$ cat config.mk
export PLATFORM = sky130hd
export DESIGN_NAME = wsel_ctrl
export DESIGN_NICKNAME = d
export VERILOG_FILES = /design/src/rtl/wsel_pkg.sv /design/src/rtl/wsel_ctrl.sv
export SDC_FILE = /design/constraint.sdc
export NUM_CORES = 1
export LEC_CHECK = 0
export BUFFER_PORTS_ARGS = -buffer_cell sky130_fd_sc_hd__buf_2
export CORE_AREA = 8 8 45 47
export DETAILED_ROUTE_END_ITERATION = 10
export DIE_AREA = 0 0 53 55
export PLACE_DENSITY = 0.34
export SLEW_MARGIN = 0
export SYNTH_ARGS = -nofsm -noshare
export SYNTH_HDL_FRONTEND = slang
export SYNTH_SLANG_ARGS = --single-unit
$ cat constraint.sdc
create_clock -name aclk -period 1.35 [get_ports aclk]
set_clock_uncertainty 0.05 [all_clocks]
set_input_delay 0.0675 -clock aclk [delete_from_list [all_inputs] [get_ports aclk]]
set_output_delay 0.0675 -clock aclk [all_outputs]
set_load 0.005 [all_outputs]
$ cat src/rtl/wsel_pkg.sv
`timescale 1ns / 1ps
// ---------------------------------------------------------------------------
// wsel_pkg
// shared widths, codes, state encoding and control structs of the
// weighted index selector
// ---------------------------------------------------------------------------
package wsel_pkg;

    localparam int CMD_W           = 2;
    localparam int WEIGHT_W        = 14;
    localparam int FRAC_W          = 30;
    localparam int ITEM_W          = 7;
    localparam int STATUS_W        = 2;
    localparam int TOTAL_W         = 21;
    localparam int MAX_ENTRIES_DEF = 128;

    localparam logic [TOTAL_W-1:0] TOTAL_MAX = {TOTAL_W{1'b1}};

    typedef enum logic [CMD_W-1:0] {
        CMD_CLEAR  = 2'd0,
        CMD_APPEND = 2'd1,
        CMD_DRAW   = 2'd2
    } cmd_t;

    typedef enum logic [STATUS_W-1:0] {
        STS_OK    = 2'd0,
        STS_EMPTY = 2'd1,
        STS_FULL  = 2'd2
    } status_t;

    typedef enum logic [2:0] {
        ST_IDLE,
        ST_EXEC,
        ST_TARGET,
        ST_PROBE,
        ST_RESP
    } state_t;

    // controller to datapath
    typedef struct packed {
        logic capture;   // latch the input item
        logic exec;      // run the command, start the scaling multiply on a draw
        logic target;    // form the target, open the search, first table read
        logic probe;     // one search step
        logic load_out;  // move the result into the output register
    } ctrl_cmd_t;

    // datapath to controller
    typedef struct packed {
        logic draw_go;      // draw on a non-empty table
        logic single;       // table holds one entry
        logic search_last;  // this step closes the search
        logic out_free;     // output register can take a result
    } ctrl_sts_t;

endpackage

$ cat src/rtl/wsel_ctrl.sv
`timescale 1ns / 1ps
// ---------------------------------------------------------------------------
// wsel_ctrl
// command sequencer: accept, execute, scale, search, respond
// ---------------------------------------------------------------------------
module wsel_ctrl import wsel_pkg::*; (
    input  logic      aclk,
    input  logic      aresetn,
    input  logic      s_valid,
    output logic      s_ready,
    input  ctrl_sts_t sts,
    output ctrl_cmd_t cmd
);

    state_t state_reg;
    state_t state_next;

    always_ff @(posedge aclk) begin
        if (!aresetn) begin
            state_reg <= ST_IDLE;
        end else begin
            state_reg <= state_next;
        end
    end

    always_comb begin
        state_next = state_reg;
        cmd        = '0;
        s_ready    = 1'b0;
        unique case (state_reg)
            ST_IDLE: begin
                s_ready = 1'b1;
                if (s_valid) begin
                    cmd.capture = 1'b1;
                    state_next  = ST_EXEC;
                end
            end
            ST_EXEC: begin
                cmd.exec   = 1'b1;
                state_next = sts.draw_go ? ST_TARGET : ST_RESP;
            end
            ST_TARGET: begin
                cmd.target = 1'b1;
                state_next = sts.single ? ST_RESP : ST_PROBE;
            end
            ST_PROBE: begin
                cmd.probe = 1'b1;
                if (sts.search_last) begin
                    state_next = ST_RESP;
                end
            end
            ST_RESP: begin
                if (sts.out_free) begin
                    cmd.load_out = 1'b1;
                    state_next   = ST_IDLE;
                end
            end
            default: state_next = ST_IDLE;
        endcase
    end

endmodule

# Word level (Yosys, flattened, before mapping)
# Index checks and enable logic that the tools add are counted.
word_totals:
  regBits: 3
  inputBits: 7
op_classes:
  eq_ne: 7
  n_reduce_logical: 2
  n_mux: 14
op_table:
  columns: ["op", "n"]
  rows:
  - ["$mux 3", 5]
  - ["$pmux 3 s5", 1]
  - ["$mux 1", 8]
  - ["$eq 3x2->1 const B", 2]
  - ["$ne 2x2->1 const B", 3]
  - ["$eq 3x1->1 const B", 1]
  - ["$eq 3x3->1 const B", 1]
  - ["$logic_not 3->1", 1]
  - ["$reduce_and 3->1", 1]

# Depth between registers and ports, before layout
logic_depth:
  word_depth: 3
  mapped_depth: 4
  mapped_depth_nobuf: 3

# Least setup slack after synthesis
# OpenSTA, ideal clock, no wires.
synth_timing:
  kind: "register -> register"
  from: "register state_reg[0]"
  to: "register state_reg[2]"
  setup_ps: 115
  stages_incl_launch_ff: 5
  arrival_ps: 839
  required_time_ps: 1185
  period_less_slack_ps: 1004
  path_slack_ps: 346
  path_cell_list: "dfxtp_1 -> buf_4 -> inv_2 -> o31a_1 -> o21a_1"
synth_between:
  elab_chain_cells: 3
synth_rtl:
  columns: ["item", "line", "source"]
  rows:
  - ["start: declaration", "wsel_ctrl.sv:15", "state_t state_reg;"]
  - ["start signal: assignment", "wsel_ctrl.sv:22", "state_reg <= state_next;"]
  - ["$eq 3x2->1, or another cell as far along", "wsel_ctrl.sv:30", "unique case (state_reg)"]
  - ["$ne 2x2->1 (no line)", null, null]
  - ["$reduce_and 3->1 (no line)", null, null]
# Several ways; a longest one is shown, not always the timed one.
# A chain may end at the register's enable or synchronous reset.

==> results.yml <==
synth:
  synth_nets: 32
  syn_inst: 25
  ys_seq_area_share_pct: 29.3
  synth_most_common_cell: "nor2_1"
  netlist.area_leader.share_pct: 29.3
  yosysWarnings: 0
  synth_ff_type: "dfxtp_1"
  netlist_area_um2: 205
  ys_seq_elements: 3
  async_flop_share_pct: 0
  synth_common_cells: "nor2_1, dfxtp_1, a21oi_1, nand2_1, nor3_1"
  postSynthAreaPerCell_um2: 8.21
  synth_largest_area_cell: "dfxtp_1"
  ys_types: 17
  ys_top_cells_by_area: "dfxtp_1, o32ai_2, nor2_1"
  synth-edff-count: 0
clocking:
  clkTransAtPathRegs_ns: 0.04
  postCtsSetupBuffers: 0
  cts_made_buffers: 3
  insertion_delay_ns: 0.23
  clockBufferDepth: 2
  clock-root-buffer: "clkbuf_4"
  clock-sinks: 3
  ctsResizeCount: 0
  holdBufCountCts: 0
  cts_tree: "built"
  htreeDepth: 1
drt:
  drc: 0
  wl_um: 640
  wl_per_cell_um: 11.4
  drt_first_iter_violations: 6
  vias_per_cell: 4.25
  vias: 238
  dr.pass1.iters: 3
  ant_nets: 0
finish:
  fill_cells: 163
  syn_to_final_growth_pct: 48.2
  final_area_um2: 304
  largest_register_ffs: 3
  nNetsFinal: 48
  instances_no_fill: 56
  seq_area_um2: 60.1
  n_antenna_cell: 0
  multi_input_area_um2: 134
  final_layout_size_suffix_gt1_share_pct: 45.0
floorplanning:
  ioPinCount: 13
  rows: 14
  die_height_um: 55
  initial_core_util_pct: 14.8
  die_area_mm2: 0.00292
  die_w_um: 53
  core_mm2: 0.00138
critical_path:
  required_ns: 1.23
  worstPathArrival_ns: 1.13
  worst_setup_path_start_kind: "flip-flop"
  path_class: "reg2out"
  cp_max_fo: 7
  crit_path_end_kind: "output port"
grt:
  grt_pass1_vias: 242
  track_usage_pct: 5.19
  grt_max_degree: 9
  grt-ovfl-total: 0
  antenna_found_initial: 0
  grt_pass1_wl_mm: 1.05
power_and_ir_drop:
  leakage_nw: 0.139
  power_frac_comb_pct: 18.9
  power.total_w: 0.000328
  internal_power_w: 0.000240
  powerDensity_mw_per_mm2: 1080
  p_sw_share_pct: 27.0
  pwr-share-seq_pct: 32.5
  power_switching_w: 0.0000886
  pwr-share-clk_pct: 48.6
  worst_ir_drop_vdd_uv: 366
timing:
  worst_slew_pin_slew_ns: 0.315
  finalHoldViolCount: 0
  fmax_mhz: 804
  finalWorstSetupSlack_ns: 0.107
  maxSlewViolCount: 0
  min_period_ns: 1.24
  setup_tns_ns: 0
  slew_headroom_pct: 78.7
  timing.final.crit_share_pct: 92.1
  rsz0062_at_grt: "no"
  setup_viol: 0
place:
  place_area_um2: 278
  dp.cells: 52
  gp_congestion: 0.793
  io_buffer_count: 12
  dp_hpwl_um: 522
  preCtsSetupSlack_ns: 0.219
flow_run:
  cap_violations: 0
run_status:
  status: "finished clean"
hold_path:
  hold_path.class: "in2reg"
path summary, 6_finish.rpt:
| kind | start | to | slack, ns | cells past startpoint |
|---|---|---|---|---|
| worst max-delay path | state_reg[1]$_SDFFE_PN0P_ | cmd[4] | 0.11 | 3 |
| worst min-delay path | s_valid | state_reg[0]$_SDFFE_PN0P_ | 0.05 | 3 |
| worst max register to register | state_reg[0]$_SDFFE_PN0P_ | state_reg[2]$_SDFFE_PN0P_ | 0.21 | 3 |
| worst min register to register | state_reg[1]$_SDFFE_PN0P_ | state_reg[1]$_SDFFE_PN0P_ | 0.54 | 2 |
cells in the final DEF (no fill, tap or decap):
cell type   n
nand3b_1    1
o31a_1      1
and2_1      1
o21a_1      1
clkbuf_1    1
a21oi_1     2
nor3_1      2
and3_1      1
nor4b_1     1
nor2_1      4
dfxtp_1     3
clkbuf_4    3
buf_2      12
nand2b_1    1
mux2i_1     1
inv_2       1
nand2b_4    1
nand2_1     2
o32ai_2     1
final cells by class:
| class | count | area share, % |
|---|---|---|
| multi-input combinational | 20 | 44.0 |
| sequential | 3 | 19.8 |
| timing repair buffer | 12 | 19.8 |
| clock buffer | 4 | 8.64 |
| tap | 16 | 6.58 |
| inverter | 1 | 1.23 |
cell families after synthesis:
kind of cell | after synthesis | share of synthesized area, %
and+or+nand+nor | 14 | 39.6
AOI/OAI and AO/OA | 5 | 20.7
DFF | 3 | 29.3
buffers and inverters | 2 | 5.49
muxes | 1 | 4.88
power by group through the flow:
stage	registers, W	logic [W]	clock network [W]
floorplan	0.000101	0.0000428	0
global placement	0.000108	0.0000633	0
detailed placement	0.000108	0.0000634	0
CTS	0.000106	0.0000636	0.000169
global route	0.000108	0.0000701	0.000174
finish	0.000107	0.0000622	0.000160
metal layers:
metal	GRT usage, %	part of all wire [%]
met4	6.47	1.9
met3	2.94	12
met1	4.70	39
met5	0	0
met2	7.42	47
per-stage QoR:
| step | utilization [%] | hold WS (ns) |
|---|---|---|
| global placement | 20.1 | 0.293 |
| CTS | 22.0 | 0.0516 |
| finish | 22.0 | 0.0534 |
| detailed placement | 20.1 | 0.302 |
| floorplan | - | 0.156 |
| global route | 22.0 | 0.0746 |
worst max-delay path, cell delays in order, from the launching register on:
cell and delay, ns:
dfxtp_1 0.38, nor3_1 0.26, and2_1 0.15, buf_2 0.10
Power figures use the tool's default switching activity.
